[config.mk]
export PLATFORM = sky130hd
export DESIGN_NAME = rmq_sqrt_cell
export DESIGN_NICKNAME = d
export VERILOG_FILES = /design/src/assert_macros.svh /design/src/rmq_sqrt_cell.sv
export SDC_FILE = /design/constraint.sdc
export NUM_CORES = 1
export LEC_CHECK = 0
export ABC_AREA = 1
export BUFFER_PORTS_ARGS = -buffer_cell sky130_fd_sc_hd__buf_4
export CAP_MARGIN = 20
export CORE_MARGIN = 2
export CORE_UTILIZATION = 52
export CTS_CLUSTER_DIAMETER = 30
export DETAILED_ROUTE_END_ITERATION = 16
export PLACE_DENSITY_LB_ADDON = 0.25
export SYNTH_ARGS = -nofsm -noshare
export SYNTH_HDL_FRONTEND = slang
export SYNTH_SLANG_ARGS = --single-unit
export TNS_END_PERCENT = 5
[constraint.sdc]
create_clock -name aclk -period 3.5 [get_ports aclk]
set_input_delay 0.35 -clock aclk [delete_from_list [all_inputs] [get_ports aclk]]
set_output_delay 0.35 -clock aclk [all_outputs]
set_load 0.005 [all_outputs]
[src/assert_macros.svh]
// assertion macros shared by the rotation matrix to quaternion block
// expects a clock aclk and an active-low reset aresetn in the using module
`ifndef ASSERT_MACROS_SVH
`define ASSERT_MACROS_SVH

// condition must hold at every edge outside reset
`define RMQ_ASSERT(label, cond, msg) \
    label: assert property (@(posedge aclk) disable iff (!aresetn) (cond)) else $error(msg);

// antecedent implies consequent in the same cycle
`define RMQ_ASSERT_IMP(label, ante, cons, msg) \
    label: assert property (@(posedge aclk) disable iff (!aresetn) (ante) |-> (cons)) \
        else $error(msg);

`endif

[src/rmq_sqrt_cell.sv]
// one step of the restoring square root: one root bit per cell
// uses no package
`default_nettype none

module rmq_sqrt_cell #(
    parameter int unsigned RW = 16
) (
    input  wire logic              aclk,
    input  wire logic              en,
    input  wire logic [2*RW-1:0]   rad_in,
    input  wire logic [RW+1:0]     rem_in,
    input  wire logic [RW-1:0]     root_in,
    output logic      [2*RW-1:0]   rad_reg,
    output logic      [RW+1:0]     rem_reg,
    output logic      [RW-1:0]     root_reg
);

    logic [RW+3:0] rem_next;
    logic [RW+3:0] trial;
    logic [RW+3:0] diff;
    logic          ge;

    // bring down two radicand bits and try the next root bit
    always_comb begin
        rem_next = {rem_in, rad_in[2*RW-1 -: 2]};
        trial    = {2'b00, root_in, 2'b01};
        diff     = rem_next - trial;
        ge       = (rem_next >= trial);
    end

    always_ff @(posedge aclk) begin
        if (en) begin
            rad_reg  <= {rad_in[2*RW-3:0], 2'b00};
            rem_reg  <= ge ? diff[RW+1:0] : rem_next[RW+1:0];
            root_reg <= {root_in[RW-2:0], ge};
        end
    end

endmodule

`default_nettype wire

==> results of run 1 <==
==> final timing paths <==
check | start | endpoint | slack, ns | depth (start not counted)
worst max-delay path | root_in[4] | rem_reg[12]$_DFFE_PP_ | 1.61 | 14
worst min-delay path | rad_in[21] | rad_reg[23]$_DFFE_PP_ | 0.16 | 1
==> where the power goes <==
part / internal, mW / switching, mW
clock: 0.405 / 0.310
sequential: 0.936 / 0.0226
combinational: 0.214 / 0.214
total: 1.55 / 0.547
==> cells by family after synthesis <==
group	share of synthesized area, %
AND/OR/NAND/NOR	22.3
flip-flops	57.6
buffers and inverters	7.39
AO/OA/AOI/OAI	3.00
adder cells (fa/ha/maj)	6.75
XOR/XNOR	2.85
other	0.112
==> through the flow <==
| step | util [%] | cell area, um2 | power (mW) |
|---|---|---|---|
| floorplan | - | 3340 | 1.17 |
| global placement | 69.6 | 4370 | 1.39 |
| detailed placement | 69.6 | 4370 | 1.40 |
| CTS | 73.1 | 4590 | 2.12 |
| global route | 73.1 | 4590 | 2.20 |
| finish | 73.1 | 4590 | 2.10 |
==> layer usage <==
metal  track usage, %  wire [um]  vias to the layer above
met5                0          0                        -
met3             7.42        567                        9
li1                 -          -                     1375
met1             27.7       3320                     1278
met4             5.72        102                        0
met2             40.7       4100                      113
==> synthesized netlist by cell type, drive strengths merged <==
| cell type | n |
|---|---|
| xor2 | 9 |
| ha | 18 |
| nor2 | 18 |
| xnor2 | 1 |
| nor3 | 2 |
| nand3 | 17 |
| o21ai | 4 |
| edfxtp | 64 |
| o21bai | 1 |
| a211oi | 1 |
| nand2 | 126 |
| buf | 5 |
| conb | 1 |
| a21oi | 13 |
| nand3b | 7 |
| nand4 | 1 |
| inv | 52 |
==> critical path, delay by kind of cell <==
kind          cells  cell delay (ns)
fa+ha+maj         1             0.34
buf+inv           4             0.36
simple gates      9             0.94
==> cell usage in the layout (no fill, tap or decap), drive strengths merged <==
cell        n
buf       131
nand2     126
edfxtp     64
inv        53
ha         18
nor2       18
nand3      17
a21oi      13
clkbuf     10
xor2        9
nand3b      7
o21ai       4
nor3        2
conb        2
bufinv      2
clkinvlp    2
a211oi      1
o21bai      1
xnor2       1
nand4       1
clkinv      1
==> area by class of cell <==
class	instances	share of cell area, %
flip-flops and latches	64	41.9
repair buffers	131	21.4
clock inverters	6	2.02
clock buffers	10	2.78
multi-input cells	220	25.5
inverters	52	4.31
well taps	77	2.10
==> impl_metrics.ini, run 1 <==
[timing]
drv_slew = 0
rsz0062_at_grt = no
timing.final.crit_share_pct = 54.1
setup-violations-final = 0
relSlewSlack_pct = 45.2
fin_hold_ws_ns = 0.165
tightest_slew_ns = 0.823
setup_tns_ns = 0
fmax_mhz = 528
hold_violations = 0
layout_min_cycle_time_ns = 1.89
setup_ws_ns = 1.61

[grt]
grt_pass1_wl_um = 12800
grt_pass1_vias = 2723
antenna_found_initial = 0
grt-ovfl-total = 0
grt_use_total_pct = 23.3
grt_start_max_net_pins = 65

[floorplan]
core_mm2 = 0.00628
num_rows = 29
chipWidth_um = 84.1
pin_count = 134
die_h_um = 84.1
die_area_mm2 = 0.00707
initial_core_util_pct = 53.1

[worst_setup_path]
worstPathRequired_ns = 3.61
startpoint_type = input port
cp_slowest_cell = ha_1
end_kind = flop
worstPathCellList = buf_4, inv_1, ha_1, nand2_1, inv_1, nand2_1, nor2_1, nand2_1, nand3b_1, nand2_1, nand2_4, inv_4, nand2_1, nand2_1
worstSetupPathType = in2reg
critPathArrivalTime_ns = 2.00
cp_common_cell = nand2_1
crit_path_max_incr_delay_ns = 0.34
cp_max_fo = 21

[yosys]
synth.top_cell.area_share_pct = 57.6
syn-instance-count = 340
synth_largest_area_cell = edfxtp_1
synth_area_leaders = edfxtp_1 (58%), nand2_1 (14%), ha_1 (6.8%), inv_1 (5.7%), xor2_1 (2.1%)
yosysSeqAreaShare_pct = 57.6
ys_warn_count = 0
synthDistinctLibCells = 24
syn_avg_cell_area_um2 = 9.81
ys_ff_latch = 64
netlist_area_mm2 = 0.00333

[layout]
area.growth.synth_to_final_pct = 37.6
fill_cells = 462
layout.nets = 564
final_cells = 560
multiInputGateArea_mm2 = 0.00117
largest_reg_flops = 30
drive_above_1_share_pct = 32.9
n_antenna_cell = 0
regArea_mm2 = 0.00192

[placed_design]
post-place-ws_ns = 1.21
numPortBuffers = 131
gp_congestion = 0.855
dp_hpwl_um = 5920
dpl.cell_count = 544

[power_and_ir_drop]
leakagePower_nw = 2.28
power.density_mw_per_mm2 = 458
vdd_drop_max_mv = 0.327

[clocking]
clock-sinks = 64
clk_pin_slew_worst_paths_ns = 0.08
clock_path_buffers = 2
cts_buffers = 9
cts_setup_buffers = 0
cts_tree = done
h-tree-depth = 3
cts-resized-gates = 0
cts_root_buffer = clkbuf_8
cts_hold_buf = 0

[route]
drcViolationCount = 0
via_per_inst = 4.96
drt-total-wl_um = 8090
vias = 2775
wl_per_cell_um = 14.5
ant_nets = 0
drt_first_iter_violations = 127
firstDrtPassIters = 4

[hold_path]
hold_class = in2reg

[outcome]
status = completed

[run]
drv_cap = 0
Power figures use the tool's default switching activity.
==> inputs of run 2 (changes only) <==
- CORE_UTILIZATION: 52 -> 44
- clock period: 3.5 -> 1.5 ns (I/O delays scaled with it)
==> run 2 against run 1 <==
Net effect: die area is 17% higher; sequential share of layout area is 7.2 points lower; clock power is 120% higher; global-route usage is 0.48 points lower; highest routed layer unchanged.
==> impl_metrics.ini, run 2 (same netlist as run 1, synthesis figures left out) <==
[power_and_ir_drop]
seqPwrFrac_pct = 43.4
clock_power_share_pct = 31.0
combPwrFrac_pct = 25.6
total_power_mw = 5.16
leakagePower_nw = 2.63
vdd_drop_max_mv = 0.567
internal_power_mw = 3.84
p_sw_share_pct = 25.6
power.density_mw_per_mm2 = 930
power_switching_mw = 1.32

[grt]
grt_use_met2_pct = 39.9
globalRouteMet3Util_pct = 6.14
grt_use_total_pct = 22.8
grt_pass1_vias = 3060
grt_pass1_wl_um = 14700
grt-ovfl-total = 0
antenna_found_initial = 0
grt_use_met1_pct = 27.3
grt_start_max_net_pins = 63
grt.busiest_layer = met2

[clocking]
clock-sinks = 64
clock_path_buffers = 2
cts_setup_buffers = 0
cts_buffers = 9
cts_root_buffer = clkbuf_8
h-tree-depth = 3
cts_tree = done
clk_pin_slew_worst_paths_ns = 0.08

[timing]
fmax_mhz = 705
fin_hold_ws_ns = 0.0329
drv_slew = 0
setup-violations-final = 0
timing.final.crit_share_pct = 94.6
setup_ws_ns = 0.0806
layout_min_cycle_time_ns = 1.42
hold_violations = 0

[route]
via_per_inst = 4.65
vias = 3058
drt_first_iter_violations = 102
ant_nets = 0
wl_per_cell_um = 13.7
drcViolationCount = 0
drt-total-wl_um = 9030
firstDrtPassIters = 4

[floorplan]
num_rows = 31
chipWidth_um = 91.1
pin_count = 134
initial_core_util_pct = 45.7
die_area_mm2 = 0.00829
core_mm2 = 0.00729
die_h_um = 91.1

[placed_design]
gp_congestion = 0.976
numPortBuffers = 131
post-place-ws_ns = -0.281
place_area_mm2 = 0.00491
dp_hpwl_um = 6130

[worst_setup_path]
critPathArrivalTime_ns = 1.52
worstPathRequired_ns = 1.60
startpoint_type = input port
crit_start = root_in[5]
cp_max_fo = 10
end_kind = flop
worstSetupPathType = in2reg
critPathCapture = rem_reg[1]$_DFFE_PP_

[run]
drv_cap = 0

[layout]
fin_util_pct = 76.1
design_area_mm2 = 0.00555
largest_reg_flops = 30
n_antenna_cell = 0
area.growth.synth_to_final_pct = 66.5
layout.nets = 639
layout_commonest_cell = buf_4
most-common-layout-cells = buf_4 (162), nand2_1 (117), edfxtp_1 (64)
drive_above_1_share_pct = 40.9

[outcome]
status = completed

[hold_path]
hold_class = in2reg
[run 2: layout make-up]
cell class / count / area (um2)
Fill cell: 486 / 1740
Clock inverter: 6 / 83.8
Multi-Input combinational cell: 220 / 1390
Timing Repair Buffer: 206 / 1680
Tap cell: 99 / 124
Sequential cell: 64 / 1920
Inverter: 52 / 230
Clock buffer: 10 / 128
[run 2: worst min path at each step]
stage / endpoint / cells past startpoint / slack (ns) / start
floorplan: rad_reg[10]$_DFFE_PP_ / 0 / 0.25 / rad_in[8]
global placement: rad_reg[16]$_DFFE_PP_ / 1 / 0.33 / rad_in[14]
detailed placement: rad_reg[19]$_DFFE_PP_ / 1 / 0.33 / rad_in[17]
CTS: root_reg[4]$_DFFE_PP_ / 1 / 0.02 / root_in[3]
global route: root_reg[3]$_DFFE_PP_ / 1 / 0.02 / root_in[2]
finish: root_reg[3]$_DFFE_PP_ / 1 / 0.03 / root_in[2]
[run 2: repair_timing]
| action | in CTS | in global routing |
|---|---|---|
| resized for setup | 0 | 5 |
| hold buffers | 41 | 0 |
| hold endpoints to repair | 41 | 0 |
| setup endpoints to repair | 0 | 16 |
[run 2: critical path, cell delays in order]
cell and delay [ns]:
buf_4 0.14, inv_12 0.03, ha_4 0.27, nand2_2 0.06
inv_2 0.07, nand2_2 0.08, nor2_2 0.10, nand2_1 0.05
nand3b_1 0.12, nand2_2 0.09, nand2_4 0.14, buf_12 0.14
o21ai_0 0.07
[run 2: power groups by stage]
stage	Combinational [mW]	Clock, mW	Sequential (mW)
6_report	1.32	1.60	2.24
5_1_grt	1.45	1.70	2.26
4_1_cts	1.31	1.62	2.23
3_5_place_dp	1.22	0	2.27
3_3_place_gp	1.20	0	2.27
2_1_floorplan	0.532	0	2.29
[run 2: through the flow]
stage / setup TNS (ns) / cells
floorplan: -0.438 / 341
global placement: -4.10 / 600
detailed placement: -4.84 / 600
CTS: 0 / 657
global route: -0.00959 / 657
finish: 0 / 657
[run 2: metal layers]
layer | vias up | part of all wire, % | wire length [um]
li1 | 1524 | - | -
met1 | 1408 | 43 | 3860
met2 | 117 | 50 | 4520
met3 | 9 | 6.1 | 554
met4 | 0 | 1.0 | 92
met5 | - | 0 | 0
