==> config.mk <==
export PLATFORM = sky130hd
export DESIGN_NAME = rmq_div_cell
export DESIGN_NICKNAME = d
export VERILOG_FILES = /design/src/assert_macros.svh /design/src/rmq_div_cell.sv
export SDC_FILE = /design/constraint.sdc
export NUM_CORES = 1
export LEC_CHECK = 0
export ABC_AREA = 1
export BUFFER_PORTS_ARGS = -buffer_cell sky130_fd_sc_hd__buf_2
export CAP_MARGIN = 20
export CORE_MARGIN = 3
export CORE_UTILIZATION = 40
export DETAILED_ROUTE_END_ITERATION = 6
export PLACE_DENSITY = 0.67
export SETUP_SLACK_MARGIN = 0.15
export SLEW_MARGIN = 0
export SYNTH_ARGS = -nofsm -noshare
export SYNTH_HDL_FRONTEND = slang
export SYNTH_SLANG_ARGS = --single-unit
==> constraint.sdc <==
create_clock -name aclk -period 4.35 [get_ports aclk]
set_input_delay 0 -clock aclk [delete_from_list [all_inputs] [get_ports aclk]]
set_output_delay 0 -clock aclk [all_outputs]
set_load 0.005 [all_outputs]
==> src/assert_macros.svh <==
// assertion macros shared by the rotation matrix to quaternion block
// expects a clock aclk and an active-low reset aresetn in the using module
`ifndef ASSERT_MACROS_SVH
`define ASSERT_MACROS_SVH

// condition must hold at every edge outside reset
`define RMQ_ASSERT(label, cond, msg) \
    label: assert property (@(posedge aclk) disable iff (!aresetn) (cond)) else $error(msg);

// antecedent implies consequent in the same cycle
`define RMQ_ASSERT_IMP(label, ante, cons, msg) \
    label: assert property (@(posedge aclk) disable iff (!aresetn) (ante) |-> (cons)) \
        else $error(msg);

`endif

==> src/rmq_div_cell.sv <==
// one step of the restoring divider: one quotient bit per cell
// uses no package
`default_nettype none

module rmq_div_cell #(
    parameter int unsigned NW = 31,
    parameter int unsigned DW = 17
) (
    input  wire logic           aclk,
    input  wire logic           en,
    input  wire logic [NW-1:0]  num_in,
    input  wire logic [DW-1:0]  rem_in,
    input  wire logic [DW-1:0]  div_in,
    input  wire logic [NW-1:0]  quot_in,
    output logic      [NW-1:0]  num_reg,
    output logic      [DW-1:0]  rem_reg,
    output logic      [DW-1:0]  div_reg,
    output logic      [NW-1:0]  quot_reg
);

    logic [DW:0] rem_next;
    logic [DW:0] diff;
    logic        ge;

    // shift in the next numerator bit and subtract if it fits
    always_comb begin
        rem_next = {rem_in, num_in[NW-1]};
        diff     = rem_next - {1'b0, div_in};
        ge       = (rem_next >= {1'b0, div_in});
    end

    always_ff @(posedge aclk) begin
        if (en) begin
            num_reg  <= {num_in[NW-2:0], 1'b0};
            rem_reg  <= ge ? diff[DW-1:0] : rem_next[DW-1:0];
            div_reg  <= div_in;
            quot_reg <= {quot_in[NW-2:0], ge};
        end
    end

endmodule

`default_nettype wire

==> impl_results.md, run 1 <==
- Post-Syn Nets: 514
- Die height: 112 um
- Share of cells above drive strength 1: 36.4%
- Crit path max fanout: 18
- Peak Freq: 394 MHz
- Iter 0 DRT Violations: 212
- Rows: 38
- Leak Pwr: 3.27 nW
- CTS tree: done
- Biggest area consumer among synthesized cells: edfxtp_1
- Share of total power in combinational logic: 21.5%
- Core ar.: 10900 sq um
- DR vias: 3799
- P&R area growth vs syn: 50.2%
- Distinct cells, synth: 27
- Hold/Removal Path Class: primary input to flop
- Port Buffers: 191
- Num ports: 194
- Max VDD drop: 213 uV
- GRT Util Overall: 19.5%
- Mapped Area: 4490 sq um
- Initial antenna violation count: 0
- GRT overflow: 0
- Area contributors post-synth: edfxtp_1, nand2_1, inv_1
- Worst-margin pin slew: 0.786 ns
- RD Place Congestion: 0.851
- GRT met3 Usage: 4.18%
- Switch Pwr: 0.580 mW
- Setup crit start kind: primary input
- Starting Density: 41.2%
- # DRC: 0
- Finished Cell Area: 6740 sq um
- Mean routed wirelength per cell: 14.7 um
- Num CTS Buffers: 9
- Vias in the first global route: 3790
- GR peak layer: met2
- Sw frac: 26.7%
- Setup-failing EPs final: 0
- Post-CTS Resized: 0
- Clock Tree Buf Depth: 2
- Clock sink count: 95
- Clock slew at the register clock pins of the worst setup and hold paths: 0.10 ns
- Synthesized flop and latch total: 95
- Detail Route Antenna Nets: 0
- Die W: 112 um
- Clk Tree Root Cell: clkbuf_8
- Crit path arrival time: 2.66 ns
- Nets: 807
- Sum Neg Setup Slack: 0 ns
- Pwr per Cell Area: 322 nW/um^2
- Post-DP HPWL: 8.41 mm
- Relative slew slack: 47.4%
- Largest net degree at the start of global routing: 96
- Post-CTS Setup Repair Bufs: 0
- RSZ-0062 raised after global routing: false
- Yosys top cell area share: 63.5%
- Warnings, synthesis: 0
- Status: finished, final reports clean
- Mapped Cells: 398
- Routed vias/inst: 4.55
- Met2 Resource Use GR: 35.8%
- Met1 GRT Util: 23.0%
- First-pass GRT wire length: 19.2 mm
- Max reg flops: 31
- Post-synthesis sequential area ratio: 63.5%
- Fin. Hold Viols: 0
- H-tree depth: 3
- Max_cap viols: 0
- Setup CP Type: primary input to flop
- Flop pwr share: 51.8%
- Period minus WS final: 2.54 ns
- Max-slew violation count: 0
- Crit. End Element: flop
- Final wirelength: 12.3 mm
- Syn avg cell area: 11.3 sq um
- Cell-internal power: 1.59 mW
- Diodes inserted: 0
- DR pass1 iterations: 5
- Clk pwr share: 26.7%
- Cell Area, Placed: 5570 sq um
- Critical path required time: 4.47 ns
- Post-route clock period utilization: 58.3%
- Full die area: 12500 sq um
## stage by stage
step	cells	power (mW)	setup slack (ns)	hold WS (ns)	utilization (%)
floorplan	398	1.36	2.78	0.0989	-
global placement	724	1.53	1.96	0.177	51.2
detailed placement	724	1.54	1.94	0.178	51.2
CTS	833	2.19	1.79	0.227	61.6
global route	835	2.29	1.57	0.274	61.9
finish	835	2.17	1.81	0.246	61.9
## routing by layer
metal  part of all wire [%]  vias to the layer above  wire length (um)
li1                       -                     1886                 -
met1                     40                     1747              4880
met2                     52                      152              6420
met3                    6.3                       14               774
met4                    1.4                        0               175
met5                      0                        -                 0
## repair_timing
| item | in CTS | in global routing |
|---|---|---|
| endpoints found under the hold margin | 94 | 5 |
| hold buffers | 94 | 1 |
| setup endpoints to repair | 0 | 0 |
## logic make-up (layout without fill, tap and decap cells)
| logic type | count (synthesis) | count (layout) | synth area share, % |
|---|---|---|---|
| AND/OR/NAND/NOR | 191 | 191 | 21.3 |
| flip-flops | 95 | 95 | 63.5 |
| buffers and inverters | 74 | 371 | 6.91 |
| adder cells (fa/ha/maj) | 18 | 18 | 5.18 |
| AO/OA/AOI/OAI | 12 | 12 | 1.59 |
| XOR/XNOR | 7 | 7 | 1.37 |
| other | 1 | 1 | 0.0835 |
## power groups by stage
| stage | Combinational, mW | Clock [mW] | Sequential, mW |
|---|---|---|---|
| after floorplan | 0.200 | 0 | 1.16 |
| after global placement | 0.390 | 0 | 1.14 |
| after detailed placement | 0.397 | 0 | 1.15 |
| after CTS | 0.466 | 0.598 | 1.13 |
| after global routing | 0.517 | 0.637 | 1.13 |
| final | 0.467 | 0.580 | 1.13 |
## layout by cell type, fill, tap and decap left out, drive strengths merged, types with 7 or more instances in the layout
cell         synthesis  final
buf                  5    192
nand2              136    136
edfxtp              95     95
dlygate4sd3          0     95
inv                 68     70
nand3               33     33
ha                  17     17
nor2                13     13
a21oi               11     11
clkbuf               0      9
xor2                 7      7
## cells in the mapped netlist
master and count:
nor3_1 2, inv_1 64, xor2_1 7, buf_6 1
nor3_2 1, a21oi_1 9, nand3_1 29, nand2_4 12
nand2_1 107, fa_1 1, ha_1 17, buf_2 1
o21ai_2 1, nor3_4 1, edfxtp_1 95, nand2_2 17
nor2_1 8, nand3_2 4, inv_2 4, buf_4 2
clkinv_1 1, conb_1 1, nand4_1 4, nor2_2 5
buf_12 1, a21oi_2 2, and2_1 1
## final cells by class
type | count | area [sq um]
fillers | 845 | 4150
flip-flops and latches | 95 | 2850
repair buffers | 287 | 1940
multi-input cells | 229 | 1330
inverters | 69 | 259
well taps | 140 | 175
clock buffers | 9 | 124
clock inverters | 6 | 67.6
## critical path: stages
cell and delay (ns):
dlygate4sd3_1 0.53, buf_2 0.12, inv_1 0.04, ha_1 0.34
nand2_1 0.11, nand2_2 0.06, clkinv_1 0.06, a21oi_2 0.07
nor3_4 0.65, nand2_4 0.41, nand2_1 0.19, nand2_1 0.06
## path summary, 6_finish.rpt
kind,endpoint,start,cells after the start,slack (ns)
worst max-delay path,rem_reg[9],div_in[13],12,1.81
worst min-delay path,rem_reg[0],rem_in[16],6,0.25
(Power assumes the default switching activity.)
==> run 2, diff against run 1 <==
--- a/config.mk
+++ b/config.mk
@@ -11,7 +11,7 @@
 export CORE_MARGIN = 3
 export CORE_UTILIZATION = 40
 export DETAILED_ROUTE_END_ITERATION = 6
-export PLACE_DENSITY = 0.67
+export PLACE_DENSITY = 0.7
 export SETUP_SLACK_MARGIN = 0.15
 export SLEW_MARGIN = 0
 export SYNTH_ARGS = -nofsm -noshare
==> constraint.sdc (replaced) <==
create_clock -name aclk -period 2.25 [get_ports aclk]
set_input_delay 0 -clock aclk [delete_from_list [all_inputs] [get_ports aclk]]
set_output_delay 0 -clock aclk [all_outputs]
set_load 0.005 [all_outputs]
==> impl_results.md, run 2 (synthesis results as in run 1) <==
- GRT Util Overall: 21.0% (+1.5 points)
- Final core utilization: 62.4% (+0.53 points)
- Die height: 112 um (unchanged)
- Final WS setup: 0.624 ns (-1.19 ns)
- Setup-failing EPs final: 0 (unchanged)
- Iter 0 DRT Violations: 258 (+22%)
- Clk Tree Root Cell: clkbuf_8
- Finished Cell Area: 6800 sq um (+0.85%)
- Max reg flops: 31 (unchanged)
- Crit path arrival time: 1.75 ns (-0.91 ns)
- Max VDD drop: 308 uV (+45%)
- Min Hold Slack: 0.117 ns (-0.130 ns)
- Initial antenna violation count: 0 (unchanged)
- Switch Pwr: 1.15 mW (+99%)
- Max_cap viols: 0 (unchanged)
- Hold/Removal Path Class: primary input to flop
- Post-DP HPWL: 9.18 mm (+9.1%)
- Period minus WS final: 1.63 ns
- P&R area growth vs syn: 51.4%
- Peak Freq: 615 MHz
- Clock slew at the register clock pins of the worst setup and hold paths: 0.10 ns (about the same)
- Worst Setup EP: rem_reg[16]
- Setup crit start kind: primary input
- Detail Route Antenna Nets: 0 (unchanged)
- Largest net degree at the start of global routing: 39 (-59%)
- Mean routed wirelength per cell: 15.4 um (+5.1%)
- Final wirelength: 13.1 mm (+6.6%)
- GRT overflow: 0 (unchanged)
- Cell Area, Placed: 5660 sq um (+1.6%)
- Full die area: 12500 sq um (unchanged)
- Port Buffers: 191 (unchanged)
- Clock Tree Buf Depth: 2 (unchanged)
- Critical path required time: 2.37 ns (-2.10 ns)
- DR vias: 3861 (+1.6%)
- Sw frac: 27.9% (+1.2 points)
- Clock sink count: 95 (unchanged)
- Setup CP Type: primary input to flop
- Share of total power in combinational logic: 22.6% (+1.1 points)
- Status: finished, final reports clean
- Num ports: 194 (unchanged)
- Cell-internal power: 2.99 mW (+87%)
- DR pass1 iterations: 4 (-1)
- Pwr per Cell Area: 609 nW/um^2 (+89%)
- Crit path max fanout: 4 (-14)
- Core ar.: 10900 sq um (unchanged)
- Share of cells above drive strength 1: 37.8% (+1.4 points)
- Commonest cells after routing, fill and taps aside: buf_2, nand2_1, edfxtp_1, dlygate4sd3_1, inv_1
- Most common cell after layout, fill and taps aside: buf_2
- Die W: 112 um (unchanged)
- Nets: 819 (+1.5%)
- H-tree depth: 3 (unchanged)
- Diodes inserted: 0 (unchanged)
- Rows: 38 (unchanged)
- Leak Pwr: 3.31 nW (+1.2%)
- Post-route clock period utilization: 72.2%
- RSZ-0062 raised after global routing: false
- CTS tree: done
- RD Place Congestion: 0.893 (+4.9%)
- Starting Density: 41.2% (unchanged)
- Num CTS Buffers: 9 (unchanged)
- Final non-filler cell total: 847 (+1.4%)
- Clk pwr share: 24.8% (-1.9 points)
- Placed insts: 734 (+1.4%)
- Flop pwr share: 52.6% (+0.8 points)
- Post-place setup slack: -0.133 ns (-2.07 ns)
- Max-slew violation count: 0 (unchanged)
- Overall power: 4.14 mW (+91%)
- First-pass GRT wire length: 20.7 mm (+7.8%)
- Sum Neg Setup Slack: 0 ns (unchanged)
- Crit. End Element: flop
- Vias in the first global route: 3956 (+4.4%)
- Fin. Hold Viols: 0 (unchanged)
- Routed vias/inst: 4.56 (+0.19%)
- # fillers: 876 (+3.7%)
- CP startpoint: num_in[30]
- # DRC: 0 (unchanged)
[run 2: cell count changes in the layout (fill, tap and decap cells not counted)]
| cell | change |
|---|---|
| clkinvlp_4 | +2 |
| bufinv_16 | -1 |
| buf_12 | +1 |
| clkinv_4 | -1 |
| buf_16 | -1 |
| dlygate4sd3_1 | -1 |
| clkinv_2 | +1 |
| clkinv_1 | -1 |
| buf_4 | +13 |
[run 2: worst min-delay path by stage]
stage	start	endpoint	slack [ns]	cells after the start
2_1_floorplan	div_in[0]	div_reg[0]	0.1	0
3_3_place_gp	num_in[23]	num_reg[24]	0.18	1
3_5_place_dp	num_in[12]	num_reg[13]	0.18	1
4_1_cts	rem_in[0]	rem_reg[1]	0.08	4
5_1_grt	en	num_reg[6]	0.12	1
6_report	en	num_reg[20]	0.12	1
[run 2: repair_timing]
item                                    4_1_cts  5_1_grt
endpoints found under the hold margin        94        0
resized for setup                             0        0
setup buffers                                 0        4
hold buffers                                 94        0
endpoints found under the setup margin        0       13
[run 2: area by class of cell]
| class | instances | area (sq um) | area share, % |
|---|---|---|---|
| inverter | 69 | 259 | 3.81 |
| clock inverter | 6 | 45.0 | 0.662 |
| timing repair buffer | 299 | 2020 | 29.7 |
| clock buffer | 9 | 124 | 1.82 |
| sequential | 95 | 2850 | 42.0 |
| tap | 140 | 175 | 2.58 |
| multi-input combinational | 229 | 1330 | 19.5 |
[run 2: power groups by stage]
stage / logic (mW) / registers, mW / clock network [mW]
floorplan: 0.387 / 2.24 / 0
global placement: 0.782 / 2.21 / 0
detailed placement: 0.795 / 2.22 / 0
CTS: 0.929 / 2.18 / 1.06
global route: 1.04 / 2.19 / 1.14
finish: 0.936 / 2.18 / 1.02
[run 2: worst max-delay path, cell delays in order]
cell	delay (ns)
buf_2	0.10
inv_1	0.05
ha_1	0.15
inv_1	0.08
fa_1	0.44
nand3_1	0.13
nand3_1	0.18
nand2_1	0.11
nand2_1	0.11
nand2_1	0.12
nand2_1	0.05
nand2_1	0.06
nand2_1	0.05
nand2_1	0.05
nand2_1	0.06
[run 2: layer usage]
metal	global-route usage [%]	vias to the layer above	routed length (um)
met4	6.89	0	208
met2	37.0	134	6810
li1	-	1911	-
met1	24.3	1799	5100
met3	6.52	17	937
met5	0	-	0
==> run 3, diff against run 2 <==
==> constraint.sdc (replaced) <==
create_clock -name aclk -period 1.4 [get_ports aclk]
set_input_delay 0 -clock aclk [delete_from_list [all_inputs] [get_ports aclk]]
set_output_delay 0 -clock aclk [all_outputs]
set_load 0.005 [all_outputs]
==> impl_results.md, run 3 (synthesis results as in run 1) <==
- Status: finished, final reports clean
- Setup crit start kind: primary input
- Setup CP Type: primary input to flop
- Num ports: 194 (unchanged)
- Worst Hold Path Cells: 3 (+2)
- Finished Cell Area: 7600 sq um (+12%)
- Setup-failing EPs final: 0 (unchanged)
- Met1 GRT Util: 25.7% (+1.4 points)
- Fin. Hold Viols: 0 (unchanged)
- Routed vias/inst: 4.53 (-0.61%)
- Full die area: 12500 sq um (unchanged)
- Cells along the critical path: buf_6, inv_4, ha_4, inv_4, fa_2, nand3_2, nand3_4, nand2_8, buf_12, nand2_8, nand2_1, nand2_1
- Share of cells above drive strength 1: 49.7% (+12 points)
- DR pass1 iterations: 5 (+1)
- CTS tree: done
- Largest net degree at the start of global routing: 43 (+10%)
- Cell Area, Placed: 6220 sq um (+9.9%)
- Post-DP HPWL: 9.31 mm (+1.5%)
- Clock Tree Buf Depth: 2 (unchanged)
- Top Family by Delay on Critical Path: simple AND/OR/NAND/NOR gates
- RD Place Congestion: 0.892 (-0.13%)
- Nets: 857 (+4.6%)
- Overall power: 7.05 mW (+70%)
- # fillers: 786 (-10%)
- Most common cell after layout, fill and taps aside: buf_2
- Crit path arrival time: 1.38 ns (-0.37 ns)
- Clock sink count: 95 (unchanged)
- # DRC: 0 (unchanged)
- Period minus WS final: 1.25 ns
- CP bufs+invs: 4 (+1)
- Rows: 38 (unchanged)
- Clk Tree Root Cell: clkbuf_8
- Post-route clock period utilization: 89.6%
- Max VDD drop: 565 uV (+84%)
- Hold/Removal Path Class: primary input to flop
- Sum Neg Setup Slack: 0 ns (unchanged)
- Min Hold Slack: 0.0127 ns (-0.104 ns)
- Crit. End Element: flop
- Max-slew violation count: 0 (unchanged)
- Placed insts: 774 (+5.4%)
- Min-Delay Startpoint: rem_in[3]
- CP startpoint: num_in[30]
- Diodes inserted: 0 (unchanged)
- Port Buffers: 191 (unchanged)
- Critical path required time: 1.52 ns (-0.85 ns)
- Crit path max fanout: 9 (+5)
- Leak Pwr: 3.59 nW (+8.5%)
- First-pass GRT wire length: 21.0 mm (+1.5%)
- Met2 Resource Use GR: 38.4% (+1.4 points)
- Max_cap viols: 0 (unchanged)
- Die height: 112 um (unchanged)
- Worst hold endpoint: rem_reg[4]
- GR peak layer: met2
- Mean routed wirelength per cell: 15.3 um (-0.52%)
- Pwr per Cell Area: 928 nW/um^2 (+52%)
- Core ar.: 10900 sq um (unchanged)
- Final wirelength: 13.6 mm (+4.1%)
- Clock slew at the register clock pins of the worst setup and hold paths: 0.09 ns (about the same)
- P&R area growth vs syn: 69.3%
- GRT Util Overall: 21.3% (+0.35 points)
- Peak Freq: 797 MHz
- RSZ-0062 raised after global routing: true
- Initial antenna violation count: 0 (unchanged)
- Final non-filler cell total: 886 (+4.6%)
- Final core utilization: 69.8% (+7.4 points)
- DR vias: 4014 (+4.0%)
- Crit-path slowest cell: fa_2
- Detail Route Antenna Nets: 0 (unchanged)
- Max reg flops: 31 (unchanged)
- Final WS setup: 0.145 ns (-0.479 ns)
- Commonest cells after routing, fill and taps aside: buf_2, edfxtp_1, nand2_1, dlygate4sd3_1, buf_4
- Post-place setup slack: -0.359 ns (-0.227 ns)
- GRT met3 Usage: 4.62% (-1.9 points)
- Vias in the first global route: 4091 (+3.4%)
- CP max stage delay: 0.37 ns (-0.07 ns)
- H-tree depth: 3 (unchanged)
- Die W: 112 um (unchanged)
- GRT overflow: 0 (unchanged)
- Iter 0 DRT Violations: 230 (-11%)
- Num CTS Buffers: 9 (unchanged)
- Starting Density: 41.2% (unchanged)
-- run 3: changes by cell type in the layout (fill, tap and decap cells not counted), moves of 4 or more --
cell	before	now
ha_4	0	17
nor2_1	8	4
nor2_4	0	6
nand2_2	17	25
nand3_1	29	25
dlygate4sd3_1	94	87
inv_1	64	51
inv_2	4	13
ha_1	17	0
buf_4	14	54
nand2_4	12	18
nand2_1	107	91
inv_4	0	4
-- run 3: how the worst max path moves through the flow --
stage / to / slack [ns] / cells after the start
final: rem_reg[1] / 0.15 / 12
after CTS: rem_reg[16] / 0.13 / 15
after detailed placement: rem_reg[14] / -0.36 / 15
after global placement: rem_reg[14] / -0.33 / 15
after floorplan: rem_reg[5] / -0.1 / 12
after global routing: rem_reg[14] / 0.1 / 15
-- run 3: layout make-up --
class,count,area [sq um],share of cell area (%)
Tap cell,140,175,2.30
Clock buffer,10,128,1.68
Clock inverter,6,53.8,0.708
Multi-Input combinational cell,230,1760,23.1
Sequential cell,95,2850,37.5
Inverter,69,282,3.70
Timing Repair Buffer,336,2350,30.9
-- run 3: what timing repair did --
item	4_1_cts	5_1_grt
setup buffers	2	5
endpoints found under the hold margin	87	0
gates cloned	0	2
setup endpoints to repair	17	17
hold buffers	87	0
pin swaps	8	19
gates resized for setup	12	56
-- run 3: metal layers --
metal	wire length (um)	vias to the layer above	share of wire, %
li1	-	1993	-
met1	5400	1856	40
met2	7180	147	53
met3	789	18	5.8
met4	217	0	1.6
met5	0	-	0
-- run 3: report_power, final --
part           switching (mW)  internal (mW)
sequential             0.0689           3.43
combinational           0.921          0.939
clock                    1.02          0.675
